## config.mk

```make
export PLATFORM = sky130hd
export DESIGN_NAME = calendar_date_offset_core
export DESIGN_NICKNAME = d
export VERILOG_FILES = /design/src/cdo_pkg.sv /design/src/cdo_ucode_rom.sv /design/src/cdo_sequencer.sv /design/src/cdo_datapath.sv /design/src/calendar_date_offset_core.sv
export SDC_FILE = /design/constraint.sdc
export NUM_CORES = 1
export LEC_CHECK = 0
export ABC_AREA = 1
export BUFFER_PORTS_ARGS = -buffer_cell sky130_fd_sc_hd__buf_2
export CELL_PAD_IN_SITES_DETAIL_PLACEMENT = 1
export CELL_PAD_IN_SITES_GLOBAL_PLACEMENT = 1
export CORE_ASPECT_RATIO = 0.9
export CORE_MARGIN = 2
export CORE_UTILIZATION = 40
export CTS_BUF_LIST = sky130_fd_sc_hd__clkbuf_8 sky130_fd_sc_hd__clkbuf_16
export CTS_CLUSTER_SIZE = 25
export DETAILED_ROUTE_END_ITERATION = 16
export PLACE_DENSITY_LB_ADDON = 0.05
export SLEW_MARGIN = 20
export SYNTH_ARGS = -nofsm -noshare
export SYNTH_HDL_FRONTEND = slang
export SYNTH_HIERARCHICAL = 1
export SYNTH_SLANG_ARGS = --single-unit
```

## constraint.sdc

```tcl
create_clock -name clock -period 5.25 [get_ports clock]
set_input_delay 0.2625 -clock clock [delete_from_list [all_inputs] [get_ports clock]]
set_output_delay 0.2625 -clock clock [all_outputs]
set_load 0.01 [all_outputs]
```

## src/cdo_pkg.sv

```systemverilog
// cdo_pkg: shared types, constants and the month length table for the
// calendar date offset core. No dependencies.
package cdo_pkg;

   // field widths of the stream words
   localparam int DAY_W   = 5;
   localparam int MONTH_W = 4;
   localparam int YEAR_W  = 12;
   localparam int AMT_W   = 16;
   localparam int UNIT_W  = 2;

   // signed width of a target year: start year plus or minus the amount
   localparam int TY_W = 18;

   // calendar constants
   localparam int FIRST_YEAR = 1900;
   localparam int DAYS_COMMON = 365;
   localparam int DAYS_LEAP   = 366;

   localparam logic [MONTH_W-1:0] MONTH_JAN = 4'd1;
   localparam logic [MONTH_W-1:0] MONTH_FEB = 4'd2;
   localparam logic [MONTH_W-1:0] MONTH_MAR = 4'd3;
   localparam logic [MONTH_W-1:0] MONTH_DEC = 4'd12;
   localparam logic [DAY_W-1:0]   DAY_FIRST = 5'd1;
   localparam logic [DAY_W-1:0]   DAY_LEAP  = 5'd29;

   // unit codes
   localparam logic [UNIT_W-1:0] UNIT_DAYS  = 2'd0;
   localparam logic [UNIT_W-1:0] UNIT_WEEKS = 2'd1;
   localparam logic [UNIT_W-1:0] UNIT_YEARS = 2'd2;
   localparam logic [UNIT_W-1:0] UNIT_NONE  = 2'd3;

   // datapath operations
   typedef enum logic [3:0] {
      OP_NOP,
      OP_LOAD,
      OP_ADD_YEAR,
      OP_ADD_MONTH,
      OP_CLR_FLAG,
      OP_YEAR_OFFSET,
      OP_YR_RESET,
      OP_INC_YEAR,
      OP_SET_YEAR,
      OP_DAY_OFFSET,
      OP_SUB_YEAR,
      OP_SUB_MONTH,
      OP_SET_DAYS,
      OP_EMIT
   } dp_op_type;

   // jump conditions
   typedef enum logic [3:0] {
      CND_NEVER,
      CND_ALWAYS,
      CND_NO_REQ,
      CND_BAD_MY,
      CND_YR_EQ_TY,
      CND_MO_EQ_SM,
      CND_DAY_BAD,
      CND_UNIT_NOT3,
      CND_UNIT_NOT2,
      CND_TY_BAD,
      CND_NUM_BAD,
      CND_NUM_LE_YD,
      CND_MW_DONE,
      CND_RSP_BUSY
   } cond_type;

   localparam int STEP_W = 5;
   typedef logic [STEP_W-1:0] step_type;

   // program addresses
   localparam step_type STEP_IDLE        = 5'd0;
   localparam step_type STEP_CHK_MY      = 5'd1;
   localparam step_type STEP_YWALK       = 5'd2;
   localparam step_type STEP_MWALK       = 5'd3;
   localparam step_type STEP_CHK_DAY     = 5'd4;
   localparam step_type STEP_UNIT_NONE   = 5'd5;
   localparam step_type STEP_GO_EMIT     = 5'd6;
   localparam step_type STEP_YEAR_OFS    = 5'd7;
   localparam step_type STEP_YEAR_CHK    = 5'd8;
   localparam step_type STEP_YEAR_WALK   = 5'd9;
   localparam step_type STEP_YEAR_SET    = 5'd10;
   localparam step_type STEP_YEAR_DONE   = 5'd11;
   localparam step_type STEP_DAY_OFS     = 5'd12;
   localparam step_type STEP_DAY_CHK     = 5'd13;
   localparam step_type STEP_SPLIT_YEAR  = 5'd14;
   localparam step_type STEP_SPLIT_MONTH = 5'd15;
   localparam step_type STEP_DAY_SET     = 5'd16;
   localparam step_type STEP_EMIT        = 5'd17;
   localparam step_type STEP_RETURN      = 5'd18;

   // one control word: op runs when the condition misses
   typedef struct packed {
      dp_op_type op;
      cond_type  cond;
      step_type  jmp;
      logic      loop;
   } ucode_word_type;

   typedef struct packed {
      dp_op_type op;
      logic      en;
   } dp_ctrl_type;

   typedef struct packed {
      logic req_fire;
      logic bad_my;
      logic yr_eq_ty;
      logic mo_eq_sm;
      logic day_bad;
      logic unit_not3;
      logic unit_not2;
      logic ty_bad;
      logic num_bad;
      logic num_le_yd;
      logic mw_done;
      logic rsp_busy;
   } dp_status_type;

   // days in a month, february by leap flag
   function automatic logic [DAY_W-1:0] month_len(input logic [MONTH_W-1:0] mo,
                                                  input logic leap);
      logic [DAY_W-1:0] len;
      case (mo)
         4'd2:    len = leap ? 5'd29 : 5'd28;
         4'd4:    len = 5'd30;
         4'd6:    len = 5'd30;
         4'd9:    len = 5'd30;
         4'd11:   len = 5'd30;
         default: len = 5'd31;
      endcase
      return len;
   endfunction

endpackage

```

## src/cdo_ucode_rom.sv

```systemverilog
// cdo_ucode_rom: the control program of the date offset core, one word per step.
// Depends on cdo_pkg.
module cdo_ucode_rom import cdo_pkg::*; (
   input  step_type       pc,
   output ucode_word_type word
);

   // program table
   always_comb begin
      case (pc)
         // wait for a word, latch it and clear the year walker
         STEP_IDLE:        word = '{OP_LOAD,        CND_NO_REQ,    STEP_IDLE,        1'b0};
         STEP_CHK_MY:      word = '{OP_NOP,         CND_BAD_MY,    STEP_EMIT,        1'b0};
         // start date to day number
         STEP_YWALK:       word = '{OP_ADD_YEAR,    CND_YR_EQ_TY,  STEP_MWALK,       1'b1};
         STEP_MWALK:       word = '{OP_ADD_MONTH,   CND_MO_EQ_SM,  STEP_CHK_DAY,     1'b1};
         STEP_CHK_DAY:     word = '{OP_NOP,         CND_DAY_BAD,   STEP_EMIT,        1'b0};
         // unknown unit returns the start date
         STEP_UNIT_NONE:   word = '{OP_CLR_FLAG,    CND_UNIT_NOT3, STEP_YEAR_OFS,    1'b0};
         STEP_GO_EMIT:     word = '{OP_NOP,         CND_ALWAYS,    STEP_EMIT,        1'b0};
         // year shift
         STEP_YEAR_OFS:    word = '{OP_YEAR_OFFSET, CND_UNIT_NOT2, STEP_DAY_OFS,     1'b0};
         STEP_YEAR_CHK:    word = '{OP_YR_RESET,    CND_TY_BAD,    STEP_EMIT,        1'b0};
         STEP_YEAR_WALK:   word = '{OP_INC_YEAR,    CND_YR_EQ_TY,  STEP_YEAR_SET,    1'b1};
         STEP_YEAR_SET:    word = '{OP_SET_YEAR,    CND_NEVER,     STEP_IDLE,        1'b0};
         STEP_YEAR_DONE:   word = '{OP_NOP,         CND_ALWAYS,    STEP_EMIT,        1'b0};
         // day or week shift, then day number back to a date
         STEP_DAY_OFS:     word = '{OP_DAY_OFFSET,  CND_NEVER,     STEP_IDLE,        1'b0};
         STEP_DAY_CHK:     word = '{OP_YR_RESET,    CND_NUM_BAD,   STEP_EMIT,        1'b0};
         STEP_SPLIT_YEAR:  word = '{OP_SUB_YEAR,    CND_NUM_LE_YD, STEP_SPLIT_MONTH, 1'b1};
         STEP_SPLIT_MONTH: word = '{OP_SUB_MONTH,   CND_MW_DONE,   STEP_DAY_SET,     1'b1};
         STEP_DAY_SET:     word = '{OP_SET_DAYS,    CND_NEVER,     STEP_IDLE,        1'b0};
         // hand the result to the output register
         STEP_EMIT:        word = '{OP_EMIT,        CND_RSP_BUSY,  STEP_EMIT,        1'b0};
         STEP_RETURN:      word = '{OP_NOP,         CND_ALWAYS,    STEP_IDLE,        1'b0};
         default:          word = '{OP_NOP,         CND_ALWAYS,    STEP_IDLE,        1'b0};
      endcase
   end

endmodule

```

## src/cdo_sequencer.sv

```systemverilog
// cdo_sequencer: step counter and conditional jump logic of the date offset core.
// Depends on cdo_pkg.
module cdo_sequencer import cdo_pkg::*; (
   input  logic           clock,
   input  logic           reset,
   input  ucode_word_type word,
   input  dp_status_type  status,
   output step_type       pc,
   output dp_ctrl_type    ctrl
);

   step_type pc_ff;
   step_type pc_in;
   logic     cond_hit;

   // condition select
   always_comb begin
      case (word.cond)
         CND_NEVER:     cond_hit = 1'b0;
         CND_ALWAYS:    cond_hit = 1'b1;
         CND_NO_REQ:    cond_hit = !status.req_fire;
         CND_BAD_MY:    cond_hit = status.bad_my;
         CND_YR_EQ_TY:  cond_hit = status.yr_eq_ty;
         CND_MO_EQ_SM:  cond_hit = status.mo_eq_sm;
         CND_DAY_BAD:   cond_hit = status.day_bad;
         CND_UNIT_NOT3: cond_hit = status.unit_not3;
         CND_UNIT_NOT2: cond_hit = status.unit_not2;
         CND_TY_BAD:    cond_hit = status.ty_bad;
         CND_NUM_BAD:   cond_hit = status.num_bad;
         CND_NUM_LE_YD: cond_hit = status.num_le_yd;
         CND_MW_DONE:   cond_hit = status.mw_done;
         CND_RSP_BUSY:  cond_hit = status.rsp_busy;
         default:       cond_hit = 1'b1;
      endcase
   end

   // next step: jump on hit, else hold in a loop or advance
   always_comb begin
      if (cond_hit) begin
         pc_in = word.jmp;
      end else if (word.loop) begin
         pc_in = pc_ff;
      end else begin
         pc_in = STEP_W'(pc_ff + 1'b1);
      end
   end

   always_ff @(posedge clock) begin
      if (reset) begin
         pc_ff <= STEP_IDLE;
      end else begin
         pc_ff <= pc_in;
      end
   end

   assign pc        = pc_ff;
   assign ctrl.op   = word.op;
   assign ctrl.en   = !cond_hit;

endmodule

```

## src/cdo_datapath.sv

```systemverilog
// cdo_datapath: working registers, year and month walker, day number adder,
// result register and output register of the date offset core. Depends on cdo_pkg.
module cdo_datapath import cdo_pkg::*; #(
   parameter int YEAR_SPAN = 256
) (
   input  logic               clock,
   input  logic               reset,
   input  dp_ctrl_type        ctrl,
   input  logic               req_fire,
   input  logic [DAY_W-1:0]   req_day,
   input  logic [MONTH_W-1:0] req_month,
   input  logic [YEAR_W-1:0]  req_year,
   input  logic               req_dir,
   input  logic [AMT_W-1:0]   req_amount,
   input  logic [UNIT_W-1:0]  req_unit,
   input  logic               rsp_ready,
   output logic               rsp_valid,
   output logic [DAY_W-1:0]   rsp_day,
   output logic [MONTH_W-1:0] rsp_month,
   output logic [YEAR_W-1:0]  rsp_year,
   output logic               rsp_flag,
   output dp_status_type      status
);

   localparam int LAST_YEAR = FIRST_YEAR + YEAR_SPAN - 1;
   localparam int YR_BITS   = $clog2(LAST_YEAR + 1);
   localparam int YR_W      = (YR_BITS > YEAR_W) ? YR_BITS : YEAR_W;
   localparam int PREV_YEAR = FIRST_YEAR - 1;
   localparam int LEAPS     = (LAST_YEAR / 4 - LAST_YEAR / 100 + LAST_YEAR / 400)
                            - (PREV_YEAR / 4 - PREV_YEAR / 100 + PREV_YEAR / 400);
   localparam int TOTAL_DAYS = YEAR_SPAN * DAYS_COMMON + LEAPS;
   localparam int MAX_DELTA  = ((1 << AMT_W) - 1) * 7;
   localparam int NUM_W      = $clog2(TOTAL_DAYS + MAX_DELTA + 1) + 1;
   localparam int DELTA_W    = AMT_W + 3;
   localparam logic [1:0] C4_INIT   = 2'(FIRST_YEAR % 4);
   localparam logic [6:0] C100_INIT = 7'(FIRST_YEAR % 100);
   localparam logic [8:0] C400_INIT = 9'(FIRST_YEAR % 400);
   localparam logic [6:0] C100_LAST = 7'd99;
   localparam logic [8:0] C400_LAST = 9'd399;

   // latched request word
   logic [DAY_W-1:0]   sd_ff, sd_in;
   logic [MONTH_W-1:0] sm_ff, sm_in;
   logic [YEAR_W-1:0]  sy_ff, sy_in;
   logic               dir_ff, dir_in;
   logic [AMT_W-1:0]   amt_ff, amt_in;
   logic [UNIT_W-1:0]  unit_ff, unit_in;

   // walker and working values
   logic [YR_W-1:0]          yr_ff, yr_in;
   logic [1:0]               c4_ff, c4_in;
   logic [6:0]               c100_ff, c100_in;
   logic [8:0]               c400_ff, c400_in;
   logic [MONTH_W-1:0]       mo_ff, mo_in;
   logic signed [NUM_W-1:0]  num_ff, num_in;
   logic signed [TY_W-1:0]   ty_ff, ty_in;

   // result register
   logic [DAY_W-1:0]   res_day_ff, res_day_in;
   logic [MONTH_W-1:0] res_month_ff, res_month_in;
   logic [YEAR_W-1:0]  res_year_ff, res_year_in;
   logic               res_flag_ff, res_flag_in;
   logic               rsp_valid_ff, rsp_valid_in;

   // output register, held while the word waits for the receiver
   logic [DAY_W-1:0]   out_day_ff, out_day_in;
   logic [MONTH_W-1:0] out_month_ff, out_month_in;
   logic [YEAR_W-1:0]  out_year_ff, out_year_in;
   logic               out_flag_ff, out_flag_in;

   logic                    leap;
   logic [8:0]              ydays;
   logic [DAY_W-1:0]        mdays;
   logic [DELTA_W-1:0]      delta;
   logic signed [NUM_W-1:0] delta_s;
   logic signed [NUM_W-1:0] ydays_s;
   logic signed [NUM_W-1:0] mdays_s;
   logic                    leap_fix;

   // leap flag of the walker year from its running remainders
   assign leap    = (c4_ff == 2'd0) && ((c100_ff != 7'd0) || (c400_ff == 9'd0));
   assign ydays   = leap ? 9'(DAYS_LEAP) : 9'(DAYS_COMMON);
   assign mdays   = month_len(mo_ff, leap);
   assign ydays_s = $signed(NUM_W'(ydays));
   assign mdays_s = $signed(NUM_W'(mdays));

   // day offset: amount, or amount times seven as shift and subtract
   assign delta = (unit_ff == UNIT_WEEKS) ? ({amt_ff, 3'b000} - DELTA_W'(amt_ff))
                                          : DELTA_W'(amt_ff);
   assign delta_s = $signed(NUM_W'(delta));

   assign leap_fix = (sm_ff == MONTH_FEB) && (sd_ff == DAY_LEAP) && !leap;

   // status for the jump conditions
   always_comb begin
      status.req_fire  = req_fire;
      status.bad_my    = (sm_ff == 4'd0) || (sm_ff > MONTH_DEC)
                      || (YR_W'(sy_ff) < YR_W'(FIRST_YEAR))
                      || (YR_W'(sy_ff) > YR_W'(LAST_YEAR));
      status.yr_eq_ty  = ($signed(TY_W'(yr_ff)) == ty_ff);
      status.mo_eq_sm  = (mo_ff == sm_ff);
      status.day_bad   = (sd_ff == 5'd0) || (sd_ff > mdays);
      status.unit_not3 = (unit_ff != UNIT_NONE);
      status.unit_not2 = (unit_ff != UNIT_YEARS);
      status.ty_bad    = (ty_ff < TY_W'(FIRST_YEAR)) || (ty_ff > TY_W'(LAST_YEAR));
      status.num_bad   = (num_ff < NUM_W'(1)) || (num_ff > NUM_W'(TOTAL_DAYS));
      status.num_le_yd = (num_ff <= ydays_s);
      status.mw_done   = (mo_ff == MONTH_DEC) || (num_ff <= mdays_s);
      status.rsp_busy  = rsp_valid_ff;
   end

   // operation decode
   always_comb begin
      sd_in        = sd_ff;
      sm_in        = sm_ff;
      sy_in        = sy_ff;
      dir_in       = dir_ff;
      amt_in       = amt_ff;
      unit_in      = unit_ff;
      yr_in        = yr_ff;
      c4_in        = c4_ff;
      c100_in      = c100_ff;
      c400_in      = c400_ff;
      mo_in        = mo_ff;
      num_in       = num_ff;
      ty_in        = ty_ff;
      res_day_in   = res_day_ff;
      res_month_in = res_month_ff;
      res_year_in  = res_year_ff;
      res_flag_in  = res_flag_ff;
      rsp_valid_in = rsp_valid_ff;
      out_day_in   = out_day_ff;
      out_month_in = out_month_ff;
      out_year_in  = out_year_ff;
      out_flag_in  = out_flag_ff;

      // output word taken
      if (rsp_valid_ff && rsp_ready) begin
         rsp_valid_in = 1'b0;
      end

      if (ctrl.en) begin
         case (ctrl.op)
            OP_LOAD: begin
               sd_in        = req_day;
               sm_in        = req_month;
               sy_in        = req_year;
               dir_in       = req_dir;
               amt_in       = req_amount;
               unit_in      = req_unit;
               res_day_in   = req_day;
               res_month_in = req_month;
               res_year_in  = req_year;
               res_flag_in  = 1'b1;
               yr_in        = YR_W'(FIRST_YEAR);
               c4_in        = C4_INIT;
               c100_in      = C100_INIT;
               c400_in      = C400_INIT;
               mo_in        = MONTH_JAN;
               num_in       = $signed(NUM_W'(req_day));
               ty_in        = $signed(TY_W'(req_year));
            end
            OP_ADD_YEAR, OP_INC_YEAR, OP_SUB_YEAR: begin
               yr_in   = YR_W'(yr_ff + 1'b1);
               c4_in   = 2'(c4_ff + 1'b1);
               c100_in = (c100_ff == C100_LAST) ? 7'd0 : 7'(c100_ff + 1'b1);
               c400_in = (c400_ff == C400_LAST) ? 9'd0 : 9'(c400_ff + 1'b1);
               if (ctrl.op == OP_ADD_YEAR) begin
                  num_in = num_ff + ydays_s;
               end else if (ctrl.op == OP_SUB_YEAR) begin
                  num_in = num_ff - ydays_s;
               end
            end
            OP_ADD_MONTH: begin
               num_in = num_ff + mdays_s;
               mo_in  = MONTH_W'(mo_ff + 1'b1);
            end
            OP_SUB_MONTH: begin
               num_in = num_ff - mdays_s;
               mo_in  = MONTH_W'(mo_ff + 1'b1);
            end
            OP_CLR_FLAG: begin
               res_flag_in = 1'b0;
            end
            OP_YEAR_OFFSET: begin
               if (dir_ff) begin
                  ty_in = $signed(TY_W'(sy_ff) - TY_W'(amt_ff));
               end else begin
                  ty_in = $signed(TY_W'(sy_ff) + TY_W'(amt_ff));
               end
            end
            OP_YR_RESET: begin
               yr_in   = YR_W'(FIRST_YEAR);
               c4_in   = C4_INIT;
               c100_in = C100_INIT;
               c400_in = C400_INIT;
               mo_in   = MONTH_JAN;
            end
            OP_SET_YEAR: begin
               res_day_in   = leap_fix ? DAY_FIRST : sd_ff;
               res_month_in = leap_fix ? MONTH_MAR : sm_ff;
               res_year_in  = ty_ff[YEAR_W-1:0];
               res_flag_in  = 1'b0;
            end
            OP_DAY_OFFSET: begin
               num_in = dir_ff ? (num_ff - delta_s) : (num_ff + delta_s);
            end
            OP_SET_DAYS: begin
               res_day_in   = num_ff[DAY_W-1:0];
               res_month_in = mo_ff;
               res_year_in  = yr_ff[YEAR_W-1:0];
               res_flag_in  = 1'b0;
            end
            OP_EMIT: begin
               rsp_valid_in = 1'b1;
               out_day_in   = res_day_ff;
               out_month_in = res_month_ff;
               out_year_in  = res_year_ff;
               out_flag_in  = res_flag_ff;
            end
            default: begin
            end
         endcase
      end
   end

   // payload registers
   always_ff @(posedge clock) begin
      sd_ff        <= sd_in;
      sm_ff        <= sm_in;
      sy_ff        <= sy_in;
      dir_ff       <= dir_in;
      amt_ff       <= amt_in;
      unit_ff      <= unit_in;
      yr_ff        <= yr_in;
      c4_ff        <= c4_in;
      c100_ff      <= c100_in;
      c400_ff      <= c400_in;
      mo_ff        <= mo_in;
      num_ff       <= num_in;
      ty_ff        <= ty_in;
      res_day_ff   <= res_day_in;
      res_month_ff <= res_month_in;
      res_year_ff  <= res_year_in;
      res_flag_ff  <= res_flag_in;
      out_day_ff   <= out_day_in;
      out_month_ff <= out_month_in;
      out_year_ff  <= out_year_in;
      out_flag_ff  <= out_flag_in;
   end

   // output valid
   always_ff @(posedge clock) begin
      if (reset) begin
         rsp_valid_ff <= 1'b0;
      end else begin
         rsp_valid_ff <= rsp_valid_in;
      end
   end

   assign rsp_valid = rsp_valid_ff;
   assign rsp_day   = out_day_ff;
   assign rsp_month = out_month_ff;
   assign rsp_year  = out_year_ff;
   assign rsp_flag  = out_flag_ff;

endmodule

```

## src/calendar_date_offset_core.sv

```systemverilog
// calendar_date_offset_core: top level of the date offset core, joining the
// control program, the sequencer and the datapath. Depends on cdo_pkg.
//
// Moves a start date by a number of days, weeks or years and returns the new
// day, month and year; years span 1900 to 1900 + YEAR_SPAN - 1 and follow the
// Gregorian leap rule. An invalid start date or a result outside the span
// comes back as the start date with out_of_range set. One word is worked at a
// time by a microcoded walker that steps one year or one month per clock;
// the result can then wait for the output register to free up. A new
// request word is taken once the previous result sits in the output
// register.
module calendar_date_offset_core import cdo_pkg::*; #(
   parameter int YEAR_SPAN = 256
) (
   input  logic        clock,
   input  logic        reset,
   input  logic        req_tvalid,
   output logic        req_tready,
   // start_day, start_month, start_year, direction, amount, zero pad
   input  logic [39:0] req_tdata,
   // unit
   input  logic [1:0]  req_tuser,
   output logic        rsp_tvalid,
   input  logic        rsp_tready,
   // result_day, result_month, result_year, zero pad
   output logic [23:0] rsp_tdata,
   // out_of_range
   output logic [0:0]  rsp_tuser
);

   step_type       pc;
   ucode_word_type word;
   dp_ctrl_type    ctrl;
   dp_status_type  status;
   logic           req_fire;

   logic [DAY_W-1:0]   rsp_day;
   logic [MONTH_W-1:0] rsp_month;
   logic [YEAR_W-1:0]  rsp_year;
   logic               rsp_flag;

   // accept only while the program waits at its idle step
   assign req_tready = (pc == STEP_IDLE);
   assign req_fire   = req_tvalid && req_tready;

   cdo_ucode_rom u_rom (
      .pc   (pc),
      .word (word)
   );

   cdo_sequencer u_seq (
      .clock  (clock),
      .reset  (reset),
      .word   (word),
      .status (status),
      .pc     (pc),
      .ctrl   (ctrl)
   );

   cdo_datapath #(
      .YEAR_SPAN (YEAR_SPAN)
   ) u_dp (
      .clock      (clock),
      .reset      (reset),
      .ctrl       (ctrl),
      .req_fire   (req_fire),
      .req_day    (req_tdata[4:0]),
      .req_month  (req_tdata[8:5]),
      .req_year   (req_tdata[20:9]),
      .req_dir    (req_tdata[21]),
      .req_amount (req_tdata[37:22]),
      .req_unit   (req_tuser),
      .rsp_ready  (rsp_tready),
      .rsp_valid  (rsp_tvalid),
      .rsp_day    (rsp_day),
      .rsp_month  (rsp_month),
      .rsp_year   (rsp_year),
      .rsp_flag   (rsp_flag),
      .status     (status)
   );

   // pack the result word
   assign rsp_tdata = {3'b000, rsp_year, rsp_month, rsp_day};
   assign rsp_tuser = rsp_flag;

endmodule

```

### Yosys cells after proc, flatten, opt, wreduce, memory -nomap -nowiden

Memories as Yosys holds them, arrays and structs flattened. A register that Yosys moved wholly into a read port is not among the register bits.
Index checks and enable logic that the tools add are counted.

* mux-type cells: 31
* bitwise logic cells: 1
* multipliers: 0
* add/subtract/negate cells: 15
* equality and inequality tests: 42
* divide/modulo/power cells: 0
* reductions and logical operators: 41
* shift-type cells: 0
* magnitude comparators: 10

Operators with widths (count)
* 21-bit one-hot mux with 5 select lines: 1
* 21-bit 2-to-1 mux: 3
* 4-bit == test, second input constant: 15
* 4-bit by 3-bit == test with 1-bit output, second input constant: 10
* 12-bit one-hot mux with 3 select lines: 1
* 18-bit one-hot mux with 2 select lines: 1
* 5-bit 2-to-1 mux: 5
* 4-bit by 2-bit == test with 1-bit output, second input constant: 6
* 12-bit one-hot mux with 2 select lines: 1
* 21-bit by 10-bit adder with 21-bit output: 1
* 21-bit by 20-bit adder with 21-bit output: 1
* 21-bit by 6-bit adder with 21-bit output: 1
* 21-bit by 18-bit > comparator with 1-bit output, second input constant: 1
* 21-bit by 10-bit less-or-equal comparator with 1-bit output: 1
* 21-bit by 6-bit less-or-equal comparator with 1-bit output: 1
* 21-bit by 2-bit < comparator with 1-bit output, second input constant: 1
* 21-bit by 10-bit subtractor with 21-bit output: 1
* 21-bit by 20-bit subtractor with 21-bit output: 1
* 21-bit by 6-bit subtractor with 21-bit output: 1
* 19-bit 2-to-1 mux: 1
* 19-bit by 16-bit subtractor with 19-bit output: 1
* 13-bit by 18-bit == test with 1-bit output: 1
* 18-bit by 13-bit > comparator with 1-bit output, second input constant: 1
* 18-bit by 12-bit < comparator with 1-bit output, second input constant: 1
* other kinds (53): 82

* memories: 1
* word-level logic and storage cells: 164
* output and inout port bits: 27
* bits in writable memories: 0
* input bits: 46
* register bits after elaboration: 163
* latch bits: 0
* memory bits (read-only): 448

Memory list
* (name not given): words 32, width 14, rd ports 1, clocked after memory_dff 1, wr ports 0, line cdo_ucode_rom.sv:10 `case (pc)`

### Longest topological paths before layout

* word-level depth: 11
* depth in mapped cells: 31

### By module

Netlist, hierarchy kept.

Modules (own cells, without submodules)
* cdo_datapath: times used 1, cells each 1696, area an instance 12667.1 um2
* cdo_sequencer: times used 1, cells each 94, area an instance 548.0 um2
* cdo_ucode_rom: times used 1, cells each 99, area an instance 541.8 um2
* calendar_date_offset_core: times used 1, cells each 11, area an instance 53.8 um2

### Worst setup path after synthesis

Ideal clock, no wire load.

* path kind: reg-to-reg
* from: reg u_dp.mo_ff[0]
* to: reg u_dp.amt_ff[0] (enable)
* clock period less this slack: 4.739 ns
* arrival time: 4.302 ns
* path slack: 0.511 ns
* stages on the path, launching flop included: 26
* path buffers: 0
* required time: 4.813 ns
* cell sequence: edfxtp_1 inv_1 ha_1 nand3_1 inv_1 nand2_1 nand3_1 inv_1 ha_1 inv_1 a21oi_1 nor2_1 inv_1 nor2_1 nor2_1 inv_1 o2111ai_1 inv_1 nand2_1 nand2_1 a21oi_2 nand2_4 nand2_4 inv_2 nand2_1 nor2_1

RTL lines
* start, declared: line cdo_datapath.sv:54 `logic [MONTH_W-1:0] mo_ff, mo_in;`
* start signal, assigned: line cdo_datapath.sv:239 `mo_ff <= mo_in;`
* end signal, assigned: line cdo_datapath.sv:233 `amt_ff <= amt_in;`
* end, declared: line cdo_datapath.sv:46 `logic [AMT_W-1:0] amt_ff, amt_in;`

==> out/metrics.csv <==
metric,value,unit
CTS tree,done,
CTS sink cnt,163,
CP most frequent cell,inv_1,
All-Layer GR Usage,0.263,
vias,13283,
CP arrival,4890,ps
Final Hold Violating Endpoints,0,
pin count of the biggest net entering global routing,34,
clock-pin slew of the registers on the worst-case setup and hold paths,70,ps
clk_lat worst skew,450,ps
status,finished clean,
I/O Buffers,67,
Starting Density,0.406,
Post-DP HPWL,36000,um
initial antenna violation count,1,
routed vias/inst,5.41,
Worst Skew,16.1,ps
Clock Path Buffers,2,
GR Overflow Total,0,
GR peak layer,met2,
drt drc,0,
H-tree levels,4,
post-synth top area share,0.341,
crit path launch,u_dp/c400_ff[0]$_SDFFCE_PP0P_,
met1 Use GR,0.371,
Placement Rows,64,
Final Setup Violations,0,
Max Cap Violations,0,
Post-CTS Setup Bufs,0,
startpoint class of the critical path,flop,
"Seq/Total Area, Yosys",0.350,
slowest cell delay on critical path,560,ps
CP Class,reg2reg,
Max-slew headroom,0.411,
layout cells sized above 1,0.0949,
fin nets,2122,
placed instance count,2402,
diode count,0,
minimum clock period,4770,ps
largest cells by area after synthesis,"edfxtp_1 34%, nand2_1 11%, ha_1 8.2%",
Crit-path slowest cell,nor2_4,
core area,0.0340,mm^2
Top Ports,73,
post-synthesis average cell area,7.27,um^2
vias in the first global route,13533,
TritonCTS Buffers,17,
Post-Route Setup TNS,0,ps
period utilisation layout,0.908,
Final Non-Filler Cells,2454,
kind of end point of the critical path,flop,
Slew Limit Fails,0,
WL/cell,18.7,um
area delta synth->final,11.9,%
critical-path maximum fanout,23,
First-pass DRT Iterations,6,
grt met3 use,0.0324,
Vert. Die Dim,180,um
synth unique cells,60,
synthesized flop and latch total,163,
worst min path class,in2reg,
drt initial violations,784,
RSZ-0062 raised after global routing,false,
cell count after synthesis,1900,
Routed Wire Length,46000,um
Ys Warns,6,
post-synth top area cell,edfxtp_1,
hold_sp,req_tdata[13],
# fillers,4331,
synthesized cell area,0.0138,mm^2
met2 Use GR,0.427,
global-route wire length before repair,74200,um
worst path required time,5370,ps
Max Clk Rate,210,MHz
die width,200,um
Critical R2R Launch,u_dp/c400_ff[0]$_SDFFCE_PP0P_,
"antenna viol nets, final",0,
Root Driver,clkbuf_16,
Die ar.,0.0360,mm^2
Worst Tran Pin Value,877,ps
gpl congestion,0.877,
==> registers in the layout, indices dropped and copies added, names as in the netlist, 7 cells and up <==
register / flops
u_dp/rsp_year: 12
u_dp/num_ff: 21
u_dp/sy_ff: 12
u_dp/amt_ff: 16
u_dp/yr_ff: 12
u_dp/c100_ff: 7
u_dp/ty_ff: 18
u_dp/c400_ff: 9
u_dp/res_year_ff: 12
==> layout by cell type (no fill, tap or decap), types with 7 or more instances in the layout <==
master / instances
xnor2_1: 10
inv_2: 12
a21oi_1: 128
nand2_1: 408
o211ai_1: 24
dlygate4sd3_1: 20
xor2_1: 22
buf_2: 67
nor4_1: 13
buf_4: 24
nor2_1: 181
a31oi_1: 11
nand3_1: 156
nor3_1: 41
o221ai_1: 18
o21ai_1: 10
edfxtp_1: 157
clkbuf_16: 17
ha_1: 91
or2_2: 11
nand2_4: 7
clkinv_1: 8
nand4_1: 22
nand2_2: 8
o21ai_0: 126
nor2_2: 8
inv_1: 285
==> cell families (layout without fill, tap and decap cells) <==
group / Yosys count / count (layout) / synth area share
and+or+nand+nor: 885 / 885 / 0.284
AOI/OAI and AO/OA: 366 / 366 / 0.153
buffers and inverters: 356 / 446 / 0.101
DFF: 163 / 163 / 0.350
adders and majority gates: 97 / 97 / 0.0911
xor gates and xnor gates: 32 / 32 / 0.0203
other: 1 / 3 / 0.000272
==> stage by stage <==
step	hold WS, ps	setup slack [ps]	utilization	cell area, um^2
floorplan	332	511	-	13800
global placement	404	557	0.431	14700
detailed placement	406	430	0.431	14700
CTS	16.4	396	0.454	15400
global route	18.0	14.2	0.454	15400
finish	29.9	481	0.454	15400
==> area by class of cell <==
type / instances / area (um^2) / area share
Multi-Input combinational cell: 1383 / 7610 / 0.492
Sequential cell: 163 / 4840 / 0.313
Inverter: 303 / 1140 / 0.0736
Timing Repair Buffer: 111 / 716 / 0.0463
Tap cell: 462 / 578 / 0.0374
Clock buffer: 17 / 425 / 0.0275
Clock inverter: 15 / 149 / 0.00964
==> routing by layer <==
metal  up-vias  part of all wire
met2       269              0.46
li1       6540                 -
met1      6423              0.49
met5         -           0.00028
met3        49             0.038
met4         2             0.017
==> critical path, delay by kind of cell (launching register included) <==
kind	cells	cell delay [ps]
simple gates	14	2210
buf+inv	8	1070
fa+ha+maj	2	420
flops	1	390
compound gates	3	310
==> cell usage after synthesis (all sizes together) <==
library cell	n
clkinv	7
nor3	46
o21a	4
o22ai	5
o311ai	2
o41ai	1
conb	1
o21ai	138
a21o	5
dfxtp	6
or3	1
o31ai	6
a31oi	11
o2111ai	5
or2	13
and2	1
buf	21
nand2	423
and3	4
nor3b	2
nand3b	4
clkbuf	32
o211ai	24
edfxtp	157
o221ai	18
nor4b	1
nor2	193
xnor2	10
nand4	23
a211oi	2
nand3	160
a21oi	132
fa	6
inv	296
xor2	22
o32ai	1
a221oi	5
o21bai	6
or4	1
nor4	13
ha	91
a211o	1
==> final timing paths <==
kind              slack, ps                        end  cells past startpoint
hold / removal           30    u_dp/sy_ff[4]$_DFFE_PP_                      1
setup / recovery        480  u_dp/amt_ff[14]$_DFFE_PP_                     27
hold reg to reg         420  u_dp/rsp_day[0]$_DFFE_PP_                      0
setup reg to reg        480  u_dp/amt_ff[14]$_DFFE_PP_                     27
==> repair_timing <==
action,4_1_cts,5_1_grt
resized for setup,0,1
hold buffers,20,0
endpoints found under the hold margin,20,0
endpoints found under the setup margin,0,2
Power is not shown: default switching activity piles up to over one toggle a cycle in this logic, so the estimate is an artifact.
